### src/design/wafr_pkg.sv
// Shared types and constants of the word array fragment framer.
package wafr_pkg;

  localparam int unsigned WORD_W  = 32;
  localparam int unsigned HDR_W   = 24;
  localparam int unsigned CFG_W   = 15;
  localparam int unsigned CNT_W   = 15;
  localparam int unsigned FRAG_W  = 10;
  localparam int unsigned FNUM_W  = 6;
  localparam int unsigned IDX_W   = 2;
  localparam int unsigned BYTE_W  = 8;
  localparam int unsigned SLOT_W  = 3;

  // Configuration register indexes.
  localparam logic [IDX_W-1:0] REG_MAX_FRAGMENT_BYTES = 2'd0;
  localparam logic [IDX_W-1:0] REG_BYTE_ORDER         = 2'd1;
  localparam logic [IDX_W-1:0] REG_ARRAY_ID           = 2'd2;
  localparam logic [IDX_W-1:0] REG_WORDS_IN_ARRAY     = 2'd3;

  // Byte slots of one item in the output stream.
  localparam logic [SLOT_W-1:0] SLOT_HDR_HI   = 3'd0;
  localparam logic [SLOT_W-1:0] SLOT_HDR_MID  = 3'd1;
  localparam logic [SLOT_W-1:0] SLOT_HDR_LO   = 3'd2;
  localparam logic [SLOT_W-1:0] SLOT_DATA_0   = 3'd3;
  localparam logic [SLOT_W-1:0] SLOT_DATA_1   = 3'd4;
  localparam logic [SLOT_W-1:0] SLOT_DATA_2   = 3'd5;
  localparam logic [SLOT_W-1:0] SLOT_DATA_3   = 3'd6;

  typedef struct packed {
    logic [11:0] max_fragment_bytes;
    logic        byte_order;
    logic [5:0]  array_id;
    logic [14:0] words_in_array;
  } cfg_t;

  // One classified item handed from the front to the back.
  typedef struct packed {
    logic [WORD_W-1:0] word;
    logic              has_hdr;
    logic [HDR_W-1:0]  hdr;
    logic              eof;
    logic              eoa;
    logic              ovf;
    logic              byte_order;
  } cmd_t;

endpackage

### src/design/wafr_if.sv
// Channel interfaces: input words and output bytes.
interface wafr_word_if;
  logic               valid;
  logic               ready;
  logic signed [31:0] data_word;

  modport source (output valid, output data_word, input ready);
  modport sink (input valid, input data_word, output ready);
endinterface

interface wafr_byte_if;
  logic       valid;
  logic       ready;
  logic [7:0] out_byte;
  logic       is_header;
  logic       end_of_fragment;
  logic       end_of_array;
  logic       fragment_overflow;
  logic       last_of_run;

  modport source (output valid, output out_byte, output is_header, output end_of_fragment,
                  output end_of_array, output fragment_overflow, output last_of_run,
                  input ready);
  modport sink (input valid, input out_byte, input is_header, input end_of_fragment,
                input end_of_array, input fragment_overflow, input last_of_run,
                output ready);
endinterface

### src/design/word_array_fragment_framer.sv
// Top level of the word array fragment framer.
// Takes the 32-bit words of an array and emits a byte stream cut into fragments of
// max_fragment_bytes/4 words (at least one). Each fragment opens with a 3-byte header,
// sent high byte first: array id [23:18], fragment number low bits [17:13], word count
// [12:3], a zero encrypted bit, the byte order bit and a last-fragment bit. Each word then
// follows as four bytes, big-endian when byte_order is 0 and little-endian when it is 1.
// After the array's final word the counters return to their start values, so the next
// word opens a new array. A fragment numbered above 31 carries fragment_overflow on all
// its bytes and sends only the low five bits of its number.
// Each word goes out as four bytes, or seven when it opens a fragment, through the
// byte-wide output serializer. The front end classifies a word in the cycle it is taken
// and parks it in a two-entry queue, so input is accepted while the serializer still
// drains earlier words and a stalled output does not stop the front until the queue fills.
// Write configuration only while the block is idle; words_in_array is sampled when an
// array starts and max_fragment_bytes when a fragment starts.
module word_array_fragment_framer
  import wafr_pkg::*;
(
  input  logic              clk,
  input  logic              rst,
  input  logic              cfg_we,
  input  logic [IDX_W-1:0]  cfg_index,
  input  logic [CFG_W-1:0]  cfg_data,
  wafr_word_if.sink         word_in,
  wafr_byte_if.source       byte_out
);

  cfg_t cfg;
  logic q_in_valid;
  logic q_in_ready;
  cmd_t q_in_data;
  logic q_out_valid;
  logic q_out_ready;
  cmd_t q_out_data;

  // Configuration registers; writes must land only while the block is idle; the block itself does not enforce this.
  always_ff @(posedge clk) begin
    if (rst) begin
      cfg.max_fragment_bytes <= 12'd4;
      cfg.byte_order         <= 1'b0;
      cfg.array_id           <= 6'd0;
      cfg.words_in_array     <= 15'd1;
    end else if (cfg_we) begin
      unique case (cfg_index)
        REG_MAX_FRAGMENT_BYTES: cfg.max_fragment_bytes <= cfg_data[11:0];
        REG_BYTE_ORDER:         cfg.byte_order         <= cfg_data[0];
        REG_ARRAY_ID:           cfg.array_id           <= cfg_data[5:0];
        REG_WORDS_IN_ARRAY:     cfg.words_in_array     <= cfg_data[14:0];
        default:                cfg <= cfg;
      endcase
    end
  end

  // Classify each word: array and fragment bookkeeping, header build.
  wafr_front u_front (
    .clk     (clk),
    .rst     (rst),
    .word_in (word_in),
    .cfg     (cfg),
    .q_valid (q_in_valid),
    .q_ready (q_in_ready),
    .q_data  (q_in_data)
  );

  // Hold classified words until the serializer takes them.
  wafr_queue u_queue (
    .clk       (clk),
    .rst       (rst),
    .in_valid  (q_in_valid),
    .in_ready  (q_in_ready),
    .in_data   (q_in_data),
    .out_valid (q_out_valid),
    .out_ready (q_out_ready),
    .out_data  (q_out_data)
  );

  // Serialize header and data bytes into the registered output.
  wafr_back u_back (
    .clk      (clk),
    .rst      (rst),
    .q_valid  (q_out_valid),
    .q_ready  (q_out_ready),
    .q_data   (q_out_data),
    .byte_out (byte_out)
  );

endmodule

### src/design/wafr_front.sv
// Front end: accept words, track array and fragment counts, build headers.
module wafr_front
  import wafr_pkg::*;
(
  input  logic         clk,
  input  logic         rst,
  wafr_word_if.sink    word_in,
  input  cfg_t         cfg,
  output logic         q_valid,
  input  logic         q_ready,
  output cmd_t         q_data
);

  logic [CNT_W-1:0]  words_left_in_array;
  logic [FRAG_W-1:0] words_left_in_fragment;
  logic [FNUM_W-1:0] fragment_number;

  logic              array_start;
  logic [CNT_W-1:0]  wla_eff;
  logic [FRAG_W-1:0] wlf_eff;
  logic [FNUM_W-1:0] fn_eff;
  logic [FRAG_W-1:0] per;
  logic              frag_start;
  logic              last_frag;
  logic [FRAG_W-1:0] count;
  logic [FRAG_W-1:0] wlf_new;
  logic [CNT_W-1:0]  wla_new;
  logic              eof;
  logic              eoa;
  logic              accept;

  assign accept = word_in.valid && q_ready;
  assign word_in.ready = q_ready;
  assign q_valid = word_in.valid;

  always_comb begin
    array_start = (words_left_in_array == '0);
    if (array_start) begin
      wla_eff = (cfg.words_in_array == '0) ? CNT_W'(1) : cfg.words_in_array;
      wlf_eff = '0;
      fn_eff  = '0;
    end else begin
      wla_eff = words_left_in_array;
      wlf_eff = words_left_in_fragment;
      fn_eff  = fragment_number;
    end
    per        = (cfg.max_fragment_bytes[11:2] == '0) ? FRAG_W'(1)
                                                      : cfg.max_fragment_bytes[11:2];
    frag_start = (wlf_eff == '0);
    last_frag  = (wla_eff <= CNT_W'(per));
    count      = last_frag ? wla_eff[FRAG_W-1:0] : per;
    wlf_new    = (frag_start ? count : wlf_eff) - FRAG_W'(1);
    wla_new    = wla_eff - CNT_W'(1);
    eof        = (wlf_new == '0);
    eoa        = (wla_new == '0);

    q_data.word       = word_in.data_word;
    q_data.has_hdr    = frag_start;
    q_data.hdr        = {cfg.array_id, fn_eff[4:0], count, 1'b0, cfg.byte_order, last_frag};
    q_data.eof        = eof;
    q_data.eoa        = eoa;
    q_data.ovf        = fn_eff[5];
    q_data.byte_order = cfg.byte_order;
  end

  always_ff @(posedge clk) begin
    if (rst) begin
      words_left_in_array    <= '0;
      words_left_in_fragment <= '0;
      fragment_number        <= '0;
    end else if (accept) begin
      words_left_in_array <= wla_new;
      if (eoa) begin
        words_left_in_fragment <= '0;
        fragment_number        <= '0;
      end else begin
        words_left_in_fragment <= wlf_new;
        if (eof) begin
          // Advance the count; bit 5 goes sticky once the low bits wrap.
          fragment_number <= {fn_eff[5] | (&fn_eff[4:0]), fn_eff[4:0] + 5'd1};
        end else begin
          fragment_number <= fn_eff;
        end
      end
    end
  end

endmodule

### src/design/wafr_queue.sv
// Two-entry queue between front and back.
module wafr_queue
  import wafr_pkg::*;
(
  input  logic clk,
  input  logic rst,
  input  logic in_valid,
  output logic in_ready,
  input  cmd_t in_data,
  output logic out_valid,
  input  logic out_ready,
  output cmd_t out_data
);

  cmd_t       mem [2];
  logic       wr_ptr;
  logic       rd_ptr;
  logic [1:0] fill;
  logic       push;
  logic       pop;

  assign in_ready  = (fill != 2'd2);
  assign out_valid = (fill != 2'd0);
  assign push      = in_valid && in_ready;
  assign pop       = out_valid && out_ready;
  assign out_data  = mem[rd_ptr];

  always_ff @(posedge clk) begin
    if (push) begin
      mem[wr_ptr] <= in_data;
    end
  end

  always_ff @(posedge clk) begin
    if (rst) begin
      wr_ptr <= 1'b0;
      rd_ptr <= 1'b0;
      fill   <= 2'd0;
    end else begin
      if (push) wr_ptr <= ~wr_ptr;
      if (pop) rd_ptr <= ~rd_ptr;
      case ({push, pop})
        2'b10:   fill <= fill + 2'd1;
        2'b01:   fill <= fill - 2'd1;
        default: fill <= fill;
      endcase
    end
  end

endmodule

### src/design/wafr_back.sv
// Back end: serialize each item into header and data bytes.
module wafr_back
  import wafr_pkg::*;
(
  input  logic         clk,
  input  logic         rst,
  input  logic         q_valid,
  output logic         q_ready,
  input  cmd_t         q_data,
  wafr_byte_if.source  byte_out
);

  cmd_t              cmd;
  logic              active;
  logic [SLOT_W-1:0] slot;
  logic              out_valid;
  logic              can_emit;
  logic              final_byte;
  logic [BYTE_W-1:0] sel_byte;
  logic [1:0]        lane;

  assign can_emit   = !out_valid || byte_out.ready;
  assign final_byte = (slot == SLOT_DATA_3);
  assign q_ready    = can_emit && (!active || final_byte);
  assign byte_out.valid = out_valid;

  always_comb begin
    // Lane starts at the most significant byte for big-endian and steps down.
    lane = cmd.byte_order ? 2'(slot - SLOT_DATA_0) : 2'(SLOT_DATA_3 - slot);
    unique case (slot)
      SLOT_HDR_HI:  sel_byte = cmd.hdr[23:16];
      SLOT_HDR_MID: sel_byte = cmd.hdr[15:8];
      SLOT_HDR_LO:  sel_byte = cmd.hdr[7:0];
      default:      sel_byte = cmd.word[lane*BYTE_W +: BYTE_W];
    endcase
  end

  always_ff @(posedge clk) begin
    if (rst) begin
      active    <= 1'b0;
      out_valid <= 1'b0;
    end else begin
      if (can_emit) begin
        out_valid <= active;
      end
      // Load the next item when idle or as the final byte of the current one goes out.
      if (q_valid && q_ready) begin
        active <= 1'b1;
        cmd    <= q_data;
        slot   <= q_data.has_hdr ? SLOT_HDR_HI : SLOT_DATA_0;
      end else if (can_emit && active) begin
        if (final_byte) begin
          active <= 1'b0;
        end else begin
          slot <= slot + SLOT_W'(1);
        end
      end
    end
  end

  always_ff @(posedge clk) begin
    if (can_emit && active) begin
      byte_out.out_byte          <= sel_byte;
      byte_out.is_header         <= (slot < SLOT_DATA_0);
      byte_out.end_of_fragment   <= cmd.eof && final_byte;
      byte_out.end_of_array      <= cmd.eoa && final_byte;
      byte_out.fragment_overflow <= cmd.ovf;
      byte_out.last_of_run       <= final_byte;
    end
  end

endmodule
### src/flat_wrapper.sv
// flat-port wrapper written by rule: the top's interface ports become plain ports
module word_array_fragment_framer_flat import wafr_pkg::*;
  (clk, rst, cfg_we, cfg_index, cfg_data, word_in_valid, word_in_data_word, word_in_ready, byte_out_valid, byte_out_out_byte, byte_out_is_header, byte_out_end_of_fragment, byte_out_end_of_array, byte_out_fragment_overflow, byte_out_last_of_run, byte_out_ready);
  wafr_word_if word_in_i ();
  wafr_byte_if byte_out_i ();
  input  logic clk;
  input  logic rst;
  input  logic cfg_we;
  input  logic [IDX_W-1:0] cfg_index;
  input  logic [CFG_W-1:0] cfg_data;
  input wire logic [$bits(word_in_i.valid)-1:0] word_in_valid;
  input wire logic [$bits(word_in_i.data_word)-1:0] word_in_data_word;
  output wire logic [$bits(word_in_i.ready)-1:0] word_in_ready;
  output wire logic [$bits(byte_out_i.valid)-1:0] byte_out_valid;
  output wire logic [$bits(byte_out_i.out_byte)-1:0] byte_out_out_byte;
  output wire logic [$bits(byte_out_i.is_header)-1:0] byte_out_is_header;
  output wire logic [$bits(byte_out_i.end_of_fragment)-1:0] byte_out_end_of_fragment;
  output wire logic [$bits(byte_out_i.end_of_array)-1:0] byte_out_end_of_array;
  output wire logic [$bits(byte_out_i.fragment_overflow)-1:0] byte_out_fragment_overflow;
  output wire logic [$bits(byte_out_i.last_of_run)-1:0] byte_out_last_of_run;
  input wire logic [$bits(byte_out_i.ready)-1:0] byte_out_ready;
  assign word_in_i.valid = word_in_valid;
  assign word_in_i.data_word = word_in_data_word;
  assign word_in_ready = word_in_i.ready;
  assign byte_out_valid = byte_out_i.valid;
  assign byte_out_out_byte = byte_out_i.out_byte;
  assign byte_out_is_header = byte_out_i.is_header;
  assign byte_out_end_of_fragment = byte_out_i.end_of_fragment;
  assign byte_out_end_of_array = byte_out_i.end_of_array;
  assign byte_out_fragment_overflow = byte_out_i.fragment_overflow;
  assign byte_out_last_of_run = byte_out_i.last_of_run;
  assign byte_out_i.ready = byte_out_ready;
  word_array_fragment_framer u_core (.clk(clk), .rst(rst), .cfg_we(cfg_we), .cfg_index(cfg_index), .cfg_data(cfg_data), .word_in(word_in_i), .byte_out(byte_out_i));
endmodule
### config.mk
export PLATFORM = sky130hd
export DESIGN_NAME = word_array_fragment_framer_flat
export DESIGN_NICKNAME = d
export VERILOG_FILES = /design/src/design/wafr_pkg.sv /design/src/design/wafr_if.sv /design/src/design/word_array_fragment_framer.sv /design/src/design/wafr_front.sv /design/src/design/wafr_queue.sv /design/src/design/wafr_back.sv /design/src/flat_wrapper.sv
export SDC_FILE = /design/constraint.sdc
export NUM_CORES = 1
export LEC_CHECK = 0
export BUFFER_PORTS_ARGS = -buffer_cell sky130_fd_sc_hd__clkbuf_2
export CAP_MARGIN = 40
export CORE_MARGIN = 3
export CORE_UTILIZATION = 45
export CTS_CLUSTER_DIAMETER = 120
export DETAILED_ROUTE_END_ITERATION = 10
export SYNTH_ARGS = -nofsm -noshare
export SYNTH_HDL_FRONTEND = slang
export SYNTH_SLANG_ARGS = --single-unit
### constraint.sdc
create_clock -name clk -period 6.4 [get_ports clk]
set_input_delay 0.96 -clock clk [delete_from_list [all_inputs] [get_ports clk]]
set_output_delay 0.96 -clock clk [all_outputs]
set_load 0.005 [all_outputs]
==> results.md, run 1 <==
- Max stage delay on crit path: between 600 and 700 ps
- Slowest-stage cell, CP: and4_1
- Die width: 164 um
- Critical path endpoint category: flip-flop
- Worst Skew: around 11 ps
- Power Density: 571 nW/um2
- CTS sink cnt: approximately 260
- Pre-CTS setup slack: between 600 and 700 ps
- WHS Endpoint: u_core.u_back.byte_out.fragment_overflow
- Final period util: 0.907
- Area growth, synth to finish: 15.4%
- Row count: 57
- Syn Nets: 972
- Seq cells post-synth: ~260
- Layout Cells excl Fill: ~1,300
- Num CTS Buffers: 28
- Largest net degree at the start of global routing: 73
- Setup tns final: 0 ps
- Final Hold Viols: 0
- Maximum vdd drop: 0.400 mV
- Final Wtd Congestion: a little under 0.9
- Gr ovfl total: 0
- DRC viols: 0
- Cells after DPL: 1,267
- Reg2reg path depth: 18
- Flop-to-flop setup slack: between 500 and 600 ps
- Drt via density: ~5.5
- Seq/Total Area, Yosys: 0.634
- Post-synth cell types: 70
- All-Layer GR Usage: 0.190
- Critical Path Source Type: flip-flop
- Sequential Area: 7170 um2
- Port-buffer cells: between 60 and 70
- Synth top area cells: edfxtp_1 51%, dfxtp_1 12%, mux2_2 6.1%, a21oi_1 3.1%, nand2_1 2.9%
- Detailed Route WL: around 25,000 um
- Worst Hold Class: reg2reg
- CTS Hold Bufs: 0
- Crit Path Class: reg2reg
- Root Driver: clkbuf_16
- Number of max-cap violations: 0
- Worst Max-Slew Pin Slew: approximately 860 ps
- Die H: ~160 um
- Fin. max-slew vios: 0
- RSZ-0062 raised after global routing: no
- Data required, critical path: 6850 ps
- Initial core utilization: 0.461
- DPL Wire Length: about 17,000 um
- Fin crit period: roughly 5800 ps
- Worst-path fanout max: 15
- Clk slew on worst S/H paths: around 60 ps
- Syn Area/Cell: about 13 um2
- WHS: roughly 430 ps
- HP Start: u_core.u_back.cmd[1]
- CTS tree: built
- Leakage: about 0.0048 uW
- Synth Warn #: 0
- Initial antenna violation count: 1
- Reg2reg end: u_core.u_front.fragment_number[0]
- FILL cells: 2,156
- Mapped cell area: approximately 11,000 um2
- Outcome: complete, no violations
- EDFF count, synth: 192
- Area taken by multi-input logic gates: ~3800 um2
- Fraction of registers with async set or reset after synthesis: 0
- R2R Path Start: u_core.u_front.words_left_in_array[14]
- Hold path cells: 0
- Yosys top cell area share: 0.510
- Die area: roughly 27,000 um2
- Setup bufs post-CTS: 0
- Synth area leader: edfxtp_1
- Clock Latency Late Sink: 530 ps
- Post-CTS Resized: 0
- Max Fclk: 172 MHz
- First-pass GRT wire length: 40,200 um
- Core region area: about 25,000 um2
- Top-count cell post-synth: edfxtp_1
- ANT nets after route: 0
- Buffer depth of the longest clock path: 3
- Drt initial violations: 528
- # H-tree levels: 1
- Mapped Cells: ~900
- I/O pin count: a little under 70
- Slew headroom: 0.424
- Final setup viols: 0
- Vias in the first global route: 7,135
- Synth top cells by count: 192 x edfxtp_1, 88 x nand2_1, 70 x dfxtp_1
- CP arrival: approximately 6300 ps
- Via count: around 7,000
- Critical path cell sequence: nor3_1 > and4_1 > mux2_2 > inv_1 > ha_1 > nor2b_1 > o21bai_1 > a31oi_1 > o41ai_4 > nand2_2 > inv_2 > o21ai_1 > a211oi_4 > o21ai_1 > a221o_1 > a2111oi_4 > mux2_4 > a31oi_1
- Drt pass-1 iters: 5
- Setup ws final: 597 ps
- Nets: around 1,000
- Synth Flop Type: edfxtp_1
- Routed length per instance: just under 20 um
- Fraction of layout cells with a size suffix above 1: 0.222
==> kinds of logic after synthesis <==
family                   synth area share
AND/OR/NAND/NOR                     0.114
flip-flops                          0.634
AO/OA/AOI/OAI                      0.0950
buffers and inverters              0.0290
multiplexers                       0.0869
XOR/XNOR                           0.0178
adder cells (fa/ha/maj)            0.0232
==> routing by layer <==
metal | up-vias | global-route usage | wire length (um)
met5 | - | 0 | 13
met1 | 3539 | 0.276 | 12000
met2 | 154 | 0.302 | 11700
met4 | 2 | 0.0507 | 546
met3 | 46 | 0.0283 | 1130
li1 | 3475 | - | -
==> flip-flops by register name, summed over array words and instances (netlist names), named ones only <==
signal,cells
u_core.u_queue.mem,118
u_core.u_back.cmd,58
u_core.cfg,32
u_core.u_front.words_left_in_array,15
u_core.u_front.words_left_in_fragment,10
u_core.u_back.byte_out.out_byte,8
u_core.u_front.fragment_number,6
u_core.u_back.slot,3
u_core.u_queue.fill,2
u_core.u_back.active,1
u_core.u_back.byte_out.end_of_array,1
u_core.u_back.byte_out.end_of_fragment,1
u_core.u_back.byte_out.fragment_overflow,1
u_core.u_back.byte_out.is_header,1
u_core.u_back.byte_out.last_of_run,1
u_core.u_back.byte_out.valid,1
u_core.u_queue.rd_ptr,1
u_core.u_queue.wr_ptr,1
==> worst max-delay path, delay by kind of cell (launching register included) <==
family / cells / cell delay (ps)
fa+ha+maj: 1 / 160
simple gates: 4 / 1340
buf+inv: 2 / 330
flops: 1 / 370
mux: 2 / 780
compound gates: 9 / 2730
==> how the worst max path moves through the flow <==
stage	from	end	slack [ps]	depth (start not counted)
2_1_floorplan	u_core.u_front.words_left_in_array[0]	u_core.u_front.fragment_number[0]	1590	18
5_1_grt	u_core.u_front.words_left_in_array[0]	u_core.u_front.fragment_number[0]	170	18
6_report	u_core.u_front.words_left_in_array[14]	u_core.u_front.fragment_number[0]	600	18
4_1_cts	u_core.u_front.words_left_in_array[0]	u_core.u_front.fragment_number[0]	650	18
3_5_place_dp	u_core.u_front.words_left_in_array[0]	u_core.u_front.fragment_number[0]	680	18
3_3_place_gp	u_core.u_front.words_left_in_array[0]	u_core.u_front.fragment_number[0]	790	18
==> area by class of cell <==
class,instances,area share
clock inverters,18,0.0176
clock buffers,34,0.0578
repair buffers,87,0.0380
multi-input cells,552,0.294
well taps,324,0.0311
diodes,1,0.000192
inverters,42,0.0121
flip-flops and latches,262,0.549
==> where the power goes <==
part | internal, uW | switching [uW]
Combinational | 1240 | 1950
Sequential | 2380 | 181
Clock | 1040 | 661
Total | 4660 | 2790
==> per-stage QoR <==
step	area (um2)	utilization	power, uW
after floorplan	11300	-	4900
after global placement	12000	0.490	5730
after detailed placement	12100	0.491	5740
after CTS	13000	0.532	7480
after global routing	13000	0.532	7940
final	13000	0.532	7450
==> cell usage in the layout, fill, tap and decap left out, drive strengths merged, types with 17 or more instances in the layout <==
cell type  synthesis  final
nor2              66     66
dfxtp             70     70
inv               41     42
edfxtp           192    192
nand2             89     89
buf               12     19
a21oi             70     70
clkbuf            29    102
nand3             23     23
o21ai             28     28
ha                21     21
mux2              62     62
xnor2             17     17
nor3              17     17
Note: power is estimated with default switching activity, not from simulation.
==> run 2, diff against run 1 <==
Settings changed: BUFFER_PORTS_ARGS -buffer_cell sky130_fd_sc_hd__clkbuf_2 to unset, DONT_BUFFER_PORTS set to 1.
==> results.md, run 2 (synthesis gave the netlist of run 1 again) <==
- Internal Power: 4500 uW (-3.3%)
- Largest register FFs: 118 (unchanged)
- Die width: 164 um (unchanged)
- Post-CTS Resized: 0 (unchanged)
- Buffer depth of the longest clock path: 3 (unchanged)
- Via count: 6,942 (-3.8%)
- All-Layer GR Usage: 0.182 (-0.00873)
- Root Driver: clkbuf_16
- Critical path endpoint category: flip-flop
- Leading registers by flop count: u_core.u_queue.mem x118, u_core.u_back.cmd x58, u_core.cfg x32
- Final period util: 0.901 (-0.00559)
- Final setup viols: 0 (unchanged)
- Setup tns final: 0 ps (unchanged)
- Number of max-cap violations: 0 (unchanged)
- Clock share of power: 0.218 (-0.011)
- Worst Skew: 9.67 ps (-1.58 ps)
- Routed length per instance: 19.8 um (+3.0%)
- Critical Path Source Type: flip-flop
- Diode count: 0 (-1)
- Most frequent cells in the layout: 192 x edfxtp_1, 88 x nand2_1, 69 x a21oi_1, 69 x dfxtp_1, 65 x nor2_1
- Fin crit period: 5770 ps (-35.7 ps)
- Crit Path Class: reg2reg
- Switching share of total power: 0.379 (+0.00476)
- Critical path cell sequence: nor3_1 > and4_1 > a21oi_1 > inv_1 > ha_1 > nor2b_1 > o21bai_1 > a31oi_1 > o41ai_4 > nand2_2 > inv_2 > o21ai_1 > a2111oi_1 > a22oi_1 > a2111oi_4 > mux2_4 > a31oi_1
- Nets: 977 (-6.8%)
- Drt initial violations: 644 (+22%)
- RSZ-0062 raised after global routing: no
- Maximum vdd drop: 0.399 mV (-0.26%)
- WHS: 445 ps (+10.8 ps)
- Worst Max-Slew Pin Slew: 850 ps (-13.7 ps)
- Max stage delay on crit path: 730 ps (+60 ps)
- Commonest non-fill, non-tap cell in the layout: edfxtp_1
- Die area: 27,100 um2 (unchanged)
- Worst-path fanout max: 16 (+1)
- Gr ovfl total: 0 (unchanged)
- Pwr Total: 7250 uW (-2.6%)
- Num CTS Buffers: 28 (unchanged)
- # H-tree levels: 1 (unchanged)
- Die H: 164 um (unchanged)
- Fin. max-slew vios: 0 (unchanged)
- Port-buffer cells: 0 (-100%)
- Clock Latency Late Sink: 530 ps (about the same)
- Final Hold Viols: 0 (unchanged)
- DRC viols: 0 (unchanged)
- Area taken by multi-input logic gates: 3830 um2 (unchanged)
- Cell repeated most along the worst path: a31oi_1
- Biggest register: u_core.u_queue.mem
- Combinational Power Share: 0.428 (about the same)
- Leakage: 0.00447 uW (-6.6%)
- Worst Hold Class: reg2reg
- CP delay by family, top: compound AO/OA/AOI/OAI gates
- Setup bufs post-CTS: 0 (unchanged)
- CTS sink cnt: 262 (unchanged)
- Outcome: complete, no violations
- CP arrival: 6230 ps (-20 ps)
- I/O pin count: 69 (unchanged)
- Seq pwr share: 0.354 (+0.010)
- Drt pass-1 iters: 7 (+2)
- FILL cells: 2,130 (-1.2%)
- First-pass GRT wire length: 38,100 um (-5.1%)
- Core region area: 24,500 um2 (unchanged)
- Initial core utilization: 0.461 (unchanged)
- Area growth, synth to finish: 11.7%
- Switch Pwr: 2750 uW (-1.3%)
- CTS Hold Bufs: 0 (unchanged)
- Data required, critical path: 6860 ps (about the same)
- Slew headroom: 0.419 (-0.00551)
- Largest net degree at the start of global routing: 74 (+1.4%)
- Row count: 57 (unchanged)
- WP buf/inv: 2 (unchanged)
- Drt via density: 5.57 (+1.8%)
- Slowest-stage cell, CP: a2111oi_1
- Vias in the first global route: 6,682 (-6.3%)
- Max Fclk: 173 MHz (+0.62%)
- Initial antenna violation count: 0 (-1)
- Clk slew on worst S/H paths: 60 ps (about the same)
- CTS tree: built
- Fraction of layout cells with a size suffix above 1: 0.156 (-0.0661)
- Sequential Area: 7170 um2 (unchanged)
- Detailed Route WL: 24,700 um (-2.7%)
- Final Wtd Congestion: 0.893 (+0.21%)
- Power Density: 574 nW/um2 (+0.65%)
- ANT nets after route: 0 (unchanged)
- DPL Wire Length: 16,500 um (-3.6%)
run 2: changes by cell type in the layout (fill, tap and decap cells not counted):
| cell | change |
|---|---|
| buf_12 | -1 |
| buf_16 | +2 |
| buf_4 | -4 |
| bufinv_16 | -2 |
| clkbuf_1 | -1 |
| clkbuf_16 | -1 |
| clkbuf_2 | -68 |
| clkinv_1 | +6 |
| clkinv_2 | -1 |
| clkinv_8 | +1 |
| clkinvlp_4 | -3 |
| diode_2 | -1 |
run 2: final cells by class:
cell class,count,share of cell area
Multi-Input combinational cell,552,0.303
Sequential cell,262,0.568
Clock buffer,32,0.0575
Inverter,42,0.0125
Clock inverter,19,0.0144
Timing Repair Buffer,16,0.0127
Tap cell,324,0.0321
run 2: power by group through the flow:
| stage | Clock [uW] | Combinational [uW] | Sequential [uW] |
|---|---|---|---|
| after detailed placement | 0 | 3080 | 2610 |
| after global placement | 0 | 3060 | 2590 |
| final | 1580 | 3110 | 2570 |
| after global routing | 1690 | 3440 | 2610 |
| after CTS | 1610 | 3090 | 2570 |
| after floorplan | 0 | 2350 | 2550 |
run 2: metrics by stage:
stage	area (um2)	std cells	setup WS, ps	utilization
2_1_floorplan	11300	897	1590	-
6_report	12600	1247	633	0.515
3_3_place_gp	11700	1193	860	0.475
4_1_cts	12600	1247	721	0.515
5_1_grt	12600	1247	201	0.515
3_5_place_dp	11700	1196	696	0.478
run 2: metal layers:
layer	global-route usage	part of all wire	vias up
met3	0.0361	0.056	36
li1	-	-	3330
met1	0.259	0.46	3402
met5	0	0	-
met4	0.0454	0.020	0
met2	0.288	0.46	174
run 2: worst paths after layout:
check,startpoint,to,cells after the start,slack (ps)
worst min-delay path,u_core.u_front.fragment_number[5],u_core.u_front.fragment_number[5],2,450
worst max-delay path,u_core.u_front.words_left_in_array[0],u_core.u_front.fragment_number[0],17,630
worst max register to register,u_core.u_front.words_left_in_array[0],u_core.u_front.fragment_number[0],17,630
worst min register to register,u_core.u_front.fragment_number[5],u_core.u_front.fragment_number[5],2,450
run 2: tightest hold or removal path, delay by kind of cell (launching register included):
family | cells | cell delay [ps]
AND/OR/NAND/NOR | 1 | 50
flip-flops | 1 | 310
AO/OA/AOI/OAI | 1 | 50
